`src/rtl/nlt_pkg.sv`:
```
// ----------------------------------------------------------------------------
// nlt_pkg
// Shared sizes, codes and interface types of the neighbor latency table.
// ----------------------------------------------------------------------------
package nlt_pkg;

  localparam int TABLE_ENTRIES = 16;
  localparam int IDX_W  = (TABLE_ENTRIES > 1) ? $clog2(TABLE_ENTRIES) : 1;
  localparam int FILL_W = $clog2(TABLE_ENTRIES + 1);
  localparam logic [FILL_W-1:0] FILL_MAX = FILL_W'(TABLE_ENTRIES);
  localparam logic [FILL_W-1:0] LAST_IDX = FILL_W'(TABLE_ENTRIES - 1);

  localparam int ADDR_W = 16;
  localparam int TIME_W = 32;
  localparam int PKT_W  = 16;
  localparam int SUM_W  = 48;
  localparam int CNT_W  = 16;
  localparam int AVG_W  = 32;
  localparam int DIFF_W = TIME_W + 1;
  localparam int STEP_W = $clog2(SUM_W);

  localparam logic [CNT_W-1:0] CNT_MAX = '1;

  // input kinds
  localparam logic [1:0] MODE_ND_SENT  = 2'd0;
  localparam logic [1:0] MODE_ND_RECV  = 2'd1;
  localparam logic [1:0] MODE_ACK_SEND = 2'd2;
  localparam logic [1:0] MODE_ACK_RECV = 2'd3;

  // result status
  localparam logic [1:0] ST_OK     = 2'd0;
  localparam logic [1:0] ST_FULL   = 2'd1;
  localparam logic [1:0] ST_MISSED = 2'd2;
  localparam logic [1:0] ST_SAT    = 2'd3;

  typedef struct packed {
    logic start;
  } div_ctrl_t;

  typedef struct packed {
    logic busy;
    logic done;
  } div_stat_t;

endpackage

```
`src/rtl/nlt_div.sv`:
```
// ----------------------------------------------------------------------------
// nlt_div
// Signed 48-bit by unsigned 16-bit divider, restoring, one quotient bit per
// cycle; quotient truncated toward zero.
// ----------------------------------------------------------------------------
module nlt_div (
  input  logic                             clk,
  input  logic                             rst,
  input  nlt_pkg::div_ctrl_t               ctrl,
  input  logic signed [nlt_pkg::SUM_W-1:0] dividend,
  input  logic        [nlt_pkg::CNT_W-1:0] divisor,
  output nlt_pkg::div_stat_t               stat,
  output logic signed [nlt_pkg::SUM_W-1:0] quotient
);

  typedef enum logic [1:0] {D_IDLE, D_RUN, D_FIX} dstate_t;

  dstate_t                     state;
  logic                        neg;
  logic [nlt_pkg::SUM_W-1:0]   q;
  logic [nlt_pkg::CNT_W-1:0]   rem;
  logic [nlt_pkg::CNT_W-1:0]   dvs;
  logic [nlt_pkg::STEP_W-1:0]  step;
  logic                        done;

  logic [nlt_pkg::CNT_W:0]     rem_sh;
  logic [nlt_pkg::CNT_W:0]     rem_sub;
  logic                        qbit;

  assign rem_sh  = {rem, q[nlt_pkg::SUM_W-1]};
  assign rem_sub = rem_sh - {1'b0, dvs};
  assign qbit    = (rem_sh >= {1'b0, dvs});

  always_ff @(posedge clk) begin
    if (rst) begin
      state <= D_IDLE;
      done  <= 1'b0;
    end else begin
      done <= (state == D_FIX);
      case (state)
        D_IDLE: begin
          if (ctrl.start) begin
            neg   <= dividend[nlt_pkg::SUM_W-1];
            q     <= dividend[nlt_pkg::SUM_W-1] ? -dividend : dividend;
            rem   <= '0;
            dvs   <= divisor;
            step  <= '0;
            state <= D_RUN;
          end
        end
        D_RUN: begin
          q    <= {q[nlt_pkg::SUM_W-2:0], qbit};
          rem  <= qbit ? rem_sub[nlt_pkg::CNT_W-1:0] : rem_sh[nlt_pkg::CNT_W-1:0];
          step <= step + 1'b1;
          if (step == nlt_pkg::STEP_W'(nlt_pkg::SUM_W - 1)) begin
            state <= D_FIX;
          end
        end
        D_FIX: begin
          q     <= neg ? -q : q;
          state <= D_IDLE;
        end
        default: state <= D_IDLE;
      endcase
    end
  end

  assign quotient  = q;
  assign stat.busy = (state != D_IDLE);
  assign stat.done = done;

endmodule

```
`src/rtl/neighbor_latency_table.sv`:
```
// ----------------------------------------------------------------------------
// neighbor_latency_table
// Neighbor-discovery timing engine: packet numbering, arrival table dump and
// per-neighbor one-way latency averaging.
// ----------------------------------------------------------------------------
// One transaction at a time. Modes 0 and 1 go from idle to the emit state,
// which loads the output register. Mode 2 emits TABLE_ENTRIES results, one
// per cycle while m_tready is high. Mode 3 with peer_saw_ours set runs a
// linear search of the latency table at one entry per cycle; then the
// restoring divider, with its shift steps, a sign fix and the hand-back of
// the quotient, forms the average. s_tready is high only while the engine
// is idle.
module neighbor_latency_table (
  input  logic         clk,
  input  logic         rst,
  input  logic         s_tvalid,
  output logic         s_tready,
  // peer_addr[15:0], time_now[47:16], peer_send_time[79:48],
  // peer_arrival_time[111:80], peer_saw_ours[112], zero pad
  input  logic [119:0] s_tdata,
  // mode[1:0]
  input  logic [1:0]   s_tuser,
  output logic         m_tvalid,
  input  logic         m_tready,
  // packet_number[15:0], entry_valid[16], entry_addr[32:17],
  // entry_time[64:33], latency_avg[96:65], sample_count[112:97], zero pad
  output logic [119:0] m_tdata,
  // status[1:0]
  output logic [1:0]   m_tuser,
  output logic         m_tlast
);

  typedef enum logic [2:0] {
    S_IDLE, S_PREP, S_SEARCH, S_UPDATE, S_DIVSTART, S_DIVWAIT, S_EMIT, S_DUMP
  } state_t;

  state_t state;

  // input fields
  logic [1:0]                  in_mode;
  logic [nlt_pkg::ADDR_W-1:0]  in_peer;
  logic [nlt_pkg::TIME_W-1:0]  in_t4;
  logic [nlt_pkg::TIME_W-1:0]  in_t3;
  logic [nlt_pkg::TIME_W-1:0]  in_t2;
  logic                        in_saw;

  assign in_mode = s_tuser;
  assign in_peer = s_tdata[15:0];
  assign in_t4   = s_tdata[47:16];
  assign in_t3   = s_tdata[79:48];
  assign in_t2   = s_tdata[111:80];
  assign in_saw  = s_tdata[112];

  // persistent state
  logic [nlt_pkg::TIME_W-1:0]  last_sent;
  logic [nlt_pkg::PKT_W-1:0]   seq;
  logic [nlt_pkg::ADDR_W-1:0]  arr_addr [nlt_pkg::TABLE_ENTRIES];
  logic [nlt_pkg::TIME_W-1:0]  arr_time [nlt_pkg::TABLE_ENTRIES];
  logic [nlt_pkg::FILL_W-1:0]  arr_fill;
  logic [nlt_pkg::ADDR_W-1:0]  nb_addr  [nlt_pkg::TABLE_ENTRIES];
  logic signed [nlt_pkg::SUM_W-1:0] nb_sum [nlt_pkg::TABLE_ENTRIES];
  logic [nlt_pkg::CNT_W-1:0]   nb_count [nlt_pkg::TABLE_ENTRIES];
  logic [nlt_pkg::FILL_W-1:0]  nb_fill;

  // per-transaction working registers
  logic [nlt_pkg::ADDR_W-1:0]  peer;
  logic [nlt_pkg::TIME_W-1:0]  d1;
  logic [nlt_pkg::TIME_W-1:0]  d2;
  logic signed [nlt_pkg::DIFF_W-1:0] diff;
  logic signed [nlt_pkg::DIFF_W-1:0] sample;
  logic [nlt_pkg::FILL_W-1:0]  idx;
  logic [nlt_pkg::IDX_W-1:0]   slot;
  logic signed [nlt_pkg::SUM_W-1:0] cur_sum;
  logic [nlt_pkg::CNT_W-1:0]   cur_count;
  logic [1:0]                  res_status;
  logic [nlt_pkg::PKT_W-1:0]   res_pkt;
  logic [nlt_pkg::AVG_W-1:0]   res_avg;
  logic [nlt_pkg::CNT_W-1:0]   res_count;

  // output register
  logic [1:0]                  out_status;
  logic [nlt_pkg::PKT_W-1:0]   out_pkt;
  logic                        out_evalid;
  logic [nlt_pkg::ADDR_W-1:0]  out_eaddr;
  logic [nlt_pkg::TIME_W-1:0]  out_etime;
  logic [nlt_pkg::AVG_W-1:0]   out_avg;
  logic [nlt_pkg::CNT_W-1:0]   out_count;
  logic                        out_last;
  logic                        out_free;
  logic                        out_load;

  // divider
  nlt_pkg::div_ctrl_t               div_ctrl;
  nlt_pkg::div_stat_t               div_stat;
  logic signed [nlt_pkg::SUM_W-1:0] div_quot;

  logic [nlt_pkg::IDX_W-1:0]        ridx;
  logic                             dump_valid;
  logic signed [nlt_pkg::SUM_W-1:0] sum_next;

  function automatic logic signed [nlt_pkg::DIFF_W-1:0] DIFF_ONE(
    input logic signed [nlt_pkg::DIFF_W-1:0] v
  );
    DIFF_ONE = {{(nlt_pkg::DIFF_W-1){1'b0}}, v[nlt_pkg::DIFF_W-1]};
  endfunction

  assign ridx       = idx[nlt_pkg::IDX_W-1:0];
  assign out_free   = !m_tvalid || m_tready;
  assign out_load   = out_free && (state == S_EMIT || state == S_DUMP);
  assign s_tready   = (state == S_IDLE);
  assign dump_valid = (idx < arr_fill);
  assign sum_next   = cur_sum + nlt_pkg::SUM_W'(sample);
  assign div_ctrl.start = (state == S_DIVSTART);

  nlt_div u_div (
    .clk      (clk),
    .rst      (rst),
    .ctrl     (div_ctrl),
    .dividend (cur_sum),
    .divisor  (cur_count),
    .stat     (div_stat),
    .quotient (div_quot)
  );

  always_ff @(posedge clk) begin
    if (rst) begin
      state     <= S_IDLE;
      m_tvalid  <= 1'b0;
      last_sent <= '0;
      seq       <= '0;
      arr_fill  <= '0;
      nb_fill   <= '0;
    end else begin
      if (out_load) begin
        m_tvalid <= 1'b1;
      end else if (m_tvalid && m_tready) begin
        m_tvalid <= 1'b0;
      end
      // sample = (d1 - d2) / 2, truncated toward zero
      sample <= (diff + DIFF_ONE(diff)) >>> 1;
      case (state)
        S_IDLE: begin
          if (s_tvalid) begin
            res_avg    <= '0;
            res_count  <= '0;
            peer       <= in_peer;
            d1         <= in_t4 - last_sent;
            d2         <= in_t3 - in_t2;
            idx        <= '0;
            case (in_mode)
              nlt_pkg::MODE_ND_SENT: begin
                res_status <= nlt_pkg::ST_OK;
                res_pkt    <= seq;
                seq        <= seq + 1'b1;
                last_sent  <= in_t4;
                state      <= S_EMIT;
              end
              nlt_pkg::MODE_ND_RECV: begin
                res_pkt <= '0;
                if (arr_fill == nlt_pkg::FILL_MAX) begin
                  res_status <= nlt_pkg::ST_FULL;
                end else begin
                  res_status <= nlt_pkg::ST_OK;
                  arr_addr[arr_fill[nlt_pkg::IDX_W-1:0]] <= in_peer;
                  arr_time[arr_fill[nlt_pkg::IDX_W-1:0]] <= in_t4;
                  arr_fill <= arr_fill + 1'b1;
                end
                state <= S_EMIT;
              end
              nlt_pkg::MODE_ACK_SEND: begin
                res_status <= nlt_pkg::ST_OK;
                res_pkt    <= seq;
                seq        <= seq + 1'b1;
                state      <= S_DUMP;
              end
              default: begin
                res_pkt <= '0;
                if (in_saw) begin
                  res_status <= nlt_pkg::ST_OK;
                  state      <= S_PREP;
                end else begin
                  res_status <= nlt_pkg::ST_MISSED;
                  state      <= S_EMIT;
                end
              end
            endcase
          end
        end
        S_PREP: begin
          diff  <= $signed({1'b0, d1}) - $signed({1'b0, d2});
          state <= S_SEARCH;
        end
        S_SEARCH: begin
          if (idx == nb_fill) begin
            if (nb_fill == nlt_pkg::FILL_MAX) begin
              res_status <= nlt_pkg::ST_FULL;
              state      <= S_EMIT;
            end else begin
              nb_addr[ridx] <= peer;
              slot      <= ridx;
              cur_sum   <= '0;
              cur_count <= '0;
              nb_fill   <= nb_fill + 1'b1;
              state     <= S_UPDATE;
            end
          end else if (nb_addr[ridx] == peer) begin
            slot      <= ridx;
            cur_sum   <= nb_sum[ridx];
            cur_count <= nb_count[ridx];
            state     <= S_UPDATE;
          end else begin
            idx <= idx + 1'b1;
          end
        end
        S_UPDATE: begin
          if (cur_count == nlt_pkg::CNT_MAX) begin
            res_status <= nlt_pkg::ST_SAT;
          end else begin
            nb_sum[slot]   <= sum_next;
            nb_count[slot] <= cur_count + 1'b1;
            cur_sum        <= sum_next;
            cur_count      <= cur_count + 1'b1;
          end
          state <= S_DIVSTART;
        end
        S_DIVSTART: begin
          state <= S_DIVWAIT;
        end
        S_DIVWAIT: begin
          if (div_stat.done) begin
            res_avg   <= div_quot[nlt_pkg::AVG_W-1:0];
            res_count <= cur_count;
            state     <= S_EMIT;
          end
        end
        S_EMIT: begin
          if (out_free) begin
            out_status <= res_status;
            out_pkt    <= res_pkt;
            out_evalid <= 1'b0;
            out_eaddr  <= '0;
            out_etime  <= '0;
            out_avg    <= res_avg;
            out_count  <= res_count;
            out_last   <= 1'b1;
            state      <= S_IDLE;
          end
        end
        S_DUMP: begin
          if (out_free) begin
            out_status <= nlt_pkg::ST_OK;
            out_pkt    <= res_pkt;
            out_evalid <= dump_valid;
            out_eaddr  <= dump_valid ? arr_addr[ridx] : '0;
            out_etime  <= dump_valid ? arr_time[ridx] : '0;
            out_avg    <= '0;
            out_count  <= '0;
            out_last   <= (idx == nlt_pkg::LAST_IDX);
            idx        <= idx + 1'b1;
            if (idx == nlt_pkg::LAST_IDX) begin
              state <= S_IDLE;
            end
          end
        end
        default: state <= S_IDLE;
      endcase
    end
  end

  assign m_tdata = {7'd0, out_count, out_avg, out_etime, out_eaddr, out_evalid, out_pkt};
  assign m_tuser = out_status;
  assign m_tlast = out_last;

  // no new transaction while the divider works
  a_busy_blocks_input: assert property (@(posedge clk) disable iff (rst)
    div_stat.busy |-> !s_tready)
    else $error("input accepted while divider busy");

  a_done_in_wait: assert property (@(posedge clk) disable iff (rst)
    div_stat.done |-> state == S_DIVWAIT)
    else $error("divider result outside of wait state");

  a_dump_ends: assert property (@(posedge clk) disable iff (rst)
    (state == S_DUMP && out_free && idx == nlt_pkg::LAST_IDX) |=> state == S_IDLE)
    else $error("dump did not end after last slot");

  a_arr_fill_mono: assert property (@(posedge clk) disable iff (rst)
    1'b1 |=> (arr_fill >= $past(arr_fill) && arr_fill <= nlt_pkg::FILL_MAX))
    else $error("arrival fill out of range or shrinking");

  a_nb_fill_mono: assert property (@(posedge clk) disable iff (rst)
    1'b1 |=> (nb_fill >= $past(nb_fill) && nb_fill <= nlt_pkg::FILL_MAX))
    else $error("neighbor fill out of range or shrinking");

endmodule

```
`config.mk`:
```
export PLATFORM = sky130hd
export DESIGN_NAME = neighbor_latency_table
export DESIGN_NICKNAME = d
export VERILOG_FILES = /design/src/rtl/nlt_pkg.sv /design/src/rtl/nlt_div.sv /design/src/rtl/neighbor_latency_table.sv
export SDC_FILE = /design/constraint.sdc
export NUM_CORES = 2
export LEC_CHECK = 0
export ABC_AREA = 1
export BUFFER_PORTS_ARGS = -buffer_cell sky130_fd_sc_hd__clkbuf_2
export CAP_MARGIN = 20
export CORE_AREA = 3 3 651 588
export CTS_BUF_LIST = sky130_fd_sc_hd__clkbuf_4
export DETAILED_ROUTE_END_ITERATION = 10
export DIE_AREA = 0 0 654 591
export HOLD_SLACK_MARGIN = 0.1
export PLACE_DENSITY = 0.46
export SLEW_MARGIN = 20
export SYNTH_ARGS = -nofsm -noshare
export SYNTH_HDL_FRONTEND = slang
export SYNTH_SLANG_ARGS = --single-unit
```
`constraint.sdc`:
```
create_clock -name clk -period 15.7 [get_ports clk]
set_input_delay 0.785 -clock clk [delete_from_list [all_inputs] [get_ports clk]]
set_output_delay 0.785 -clock clk [all_outputs]
set_load 0.005 [all_outputs]
```
==> metrics <==
# IOs 251; area leader, netlist edfxtp_1; Arr. time, crit path 7.79 ns; # rows 214; Core Area 0.377 sq mm; Crit path largest cell delay 0.95 ns; Die Y-Extent 591 um; Comb power frac 31.7%; crit-path cells inv_8, buf_4, buf_4, nand2_1, nand3_1, nand3_1, nand2_1, nand2_1, nand3_1, nand2_1, nor2_1, nand2_1, nor2_2, nand2_1, nand3_2, o2111ai_1, clkinv_2, buf_4; sequential share of the synthesized area 68.7%; Total Nets Final 10700; Placed Instance Area 0.120 sq mm; die width 654 um; Via density 5.02; Startpoint Class flip-flop; synth top area cells edfxtp_1 67%, o21ai_0 5.2%, nor2_1 4.5%, nand2_1 3.6%, inv_1 2.1%; Compound-Gate Fraction of Synth Area 12.4%; EDFF count, synth 2535; worst slew pin tran 1.13 ns; PwrDens 169 mW/mm^2; Post-Place Worst Slack 9.03 ns; CP max stage cell buf_4; CTS H-tree depth 6; count of state elements after synthesis 2604; Clk pwr share 27.6%; sw frac 37.6%; Lkg Pwr 0.0460 uW; Num CTS Buffers 698; Clk pin slew, worst setup/hold paths 0.06 ns; vias in the first global route 79000; Remaining DRCs 0; Async S/R FF share, synth 0%; setup slack after layout 8.93 ns; Area Growth Syn to Fin 16.0%; Yosys cell types 66; final worst path period share 43.1%; Critical Path Fanout Max 143; routability cong. 0.849; top_reg_cell synth edfxtp_1; RSZ-0062 raised after global routing false; adder-cell share of the synthesized area 2.10%; worst vdd rail ir drop 0.141 mV; CP required 16.72 ns; Fmax 148 MHz; largest net degree at the start of global routing 212; fin crit period 6.77 ns; Seq pwr share 40.7%; Critical Setup Path Class flip-flop to flip-flop; Max Slew Vio Count 0; Hold Crit Class input port to flip-flop; Synth Area in XOR/XNOR 1.59%; via count 79800; critical path capture point type flip-flop; share of the synthesized area in the top cell type 67.4%; Die Area 0.387 sq mm; final setup fails 0; largest family of logic cells by synthesized area compound AO/OA/AOI/OAI gates; GRT Util Overall 17.8%; post-route setup TNS 0 ns; total global routing overflow 0; worst path bufs/invs 5; Hold WS 0.374 ns; slew margin rel. 24.4%; clk root buf clkbuf_4; initial antenna violation count 17; CP most frequent cell nand2_1; Switch Pwr 8300 uW; Pint 13800 uW; Port Buf Inserts 236; DRT Pass-1 Iters 6; first-pass GRT wire length 519000 um; total wire length 354000 um; starting DRC count in detailed routing 6675; Final Cell Area 0.131 sq mm; status completed; post-DP HPWL 203000 um; per-cell routed wire length 22.3 um; Routed Antenna Nets 0; Max clock buf depth 4; Final Hold Fails 0; # Max-Cap Violations 0; Avg Cell Area, Syn 11.8 sq um; post-synthesis cell area 0.113 sq mm; Crit path max-delay family buffers and inverters; layout cells sized above 1 15.4%; mux cell area share after synthesis 0.00887%; Layout Skew 0.143 ns; initial core utilization 29.9%; # clock sinks 2604; Syn Inst Count 9586; Ys Warns 0; Setup Buffers After CTS 0; simple-gate area share of the yosys netlist 11.0%; CTS tree built; Clk Latency, worst-skew pair 1.53 ns
## synthesized netlist by cell type, types with 5 or more instances
library cell and number:
o221ai_1 246, clkinv_1 6, o211ai_1 71, nor4_1 37, o31ai_1 6, nor3_2 8, edfxtp_1 2535, o21a_1 17
o22ai_1 205, buf_6 16, nand2_1 1091, a211oi_1 30, buf_4 29, o21ai_2 5, nand3_1 382, nand4_1 37
nor3_1 89, inv_2 9, inv_1 635, o21bai_1 18, buf_1 20, xnor2_1 69, nor2_4 5, a311oi_1 28
buf_2 148, a21oi_1 433, o21ai_0 1165, a21boi_0 9, a32o_1 13, nor2_1 1342, dfxtp_1 69, o21ai_1 35
fa_1 5, or2_2 13, xor2_1 136, a21o_1 57, a31oi_1 27, and2_1 5, nand3b_1 10, ha_1 181
nor2_2 6, clkbuf_1 294
## cells in the final DEF, fill, tap and decap left out, drive strengths merged, types with 179 or more instances in the layout
cell type       n
dlygate4sd3   198
buf           179
nand3         384
ha            181
a21oi         433
o221ai        246
o22ai         205
edfxtp       2535
nor2         1353
nand2        1093
inv           664
o21ai        1205
clkbuf       1264
## cell families after synthesis
logic type,Yosys count
compound gates,2392
buf+inv,1158
flops,2604
xor+xnor,205
mux,1
other cells,1
simple gates,3039
fa+ha+maj,186
## power groups by stage
stage	sequential, uW	combinational, uW	clock [uW]
final	8990	7000	6100
after global routing	9020	7760	6670
after CTS	8990	7030	6310
after detailed placement	9140	6940	0
after global placement	9130	6850	0
after floorplan	8930	4590	0
## final cells by class
type | instances | area (sq um)
antenna | 7 | 17.5
clock buffer | 1028 | 7720
clock inverter | 198 | 1280
fill | 37600 | 246000
inverter | 650 | 2480
multi-input combinational | 5830 | 31200
sequential | 2604 | 77500
tap | 4968 | 6220
timing repair buffer | 613 | 4570
## worst register-to-register path: stages (launching register included)
cell and delay, ns:
dfxtp_4 0.50, inv_8 0.74, buf_4 1.03, buf_4 1.01, nand2_1 0.18, nand3_1 0.12
nand3_1 0.09, nand2_1 0.11, nand2_1 0.07, nand3_1 0.12, nand2_1 0.06, nor2_1 0.09
nand2_1 0.07, nor2_2 0.31, nand2_1 0.15, nand3_2 0.20, o2111ai_1 0.15, clkinv_2 0.45
buf_4 0.76
## timing repair
action	4_1_cts	5_1_grt
endpoints found under the hold margin	1000	0
hold buffers	198	0
gates resized for setup	0	0
## per-layer routing
layer | track usage, % | vias up | share of wire, %
met5 | 0 | - | 0.051
met4 | 5.08 | 28 | 2.3
met3 | 2.95 | 615 | 6.1
met2 | 28.6 | 2631 | 46
met1 | 24.8 | 39600 | 45
li1 | - | 36900 | -
## state kept, by name, indices dropped and copies added (netlist names), 32 cells and up, named ones only
| register | count |
|---|---|
| arr_time | 512 |
| sample | 32 |
| nb_count | 256 |
| out_etime | 32 |
| cur_sum | 48 |
| d1 | 32 |
| res_avg | 32 |
| out_avg | 32 |
| nb_sum | 768 |
| u_div.quotient | 48 |
| d2 | 32 |
| arr_addr | 256 |
| diff | 33 |
| last_sent | 32 |
| nb_addr | 256 |
## stage by stage
stage | util [%] | cells | total power [uW]
CTS | 34.7 | 15900 | 22300
floorplan | - | 9592 | 13500
global placement | 31.8 | 14500 | 16000
global route | 34.7 | 15900 | 23400
detailed placement | 31.8 | 14500 | 16100
finish | 34.7 | 15900 | 22100
## final timing paths
check,from,end,slack [ns],depth (start not counted)
setup reg to reg,flip-flop,cur_sum[5],8.93,18
hold / removal,s_tdata[40],arr_time[13][24],0.37,2
hold reg to reg,res_pkt[4],out_pkt[4],0.42,0
setup / recovery,flip-flop,cur_sum[5],8.93,18
No activity file was read; power rests on OpenSTA's default activity.
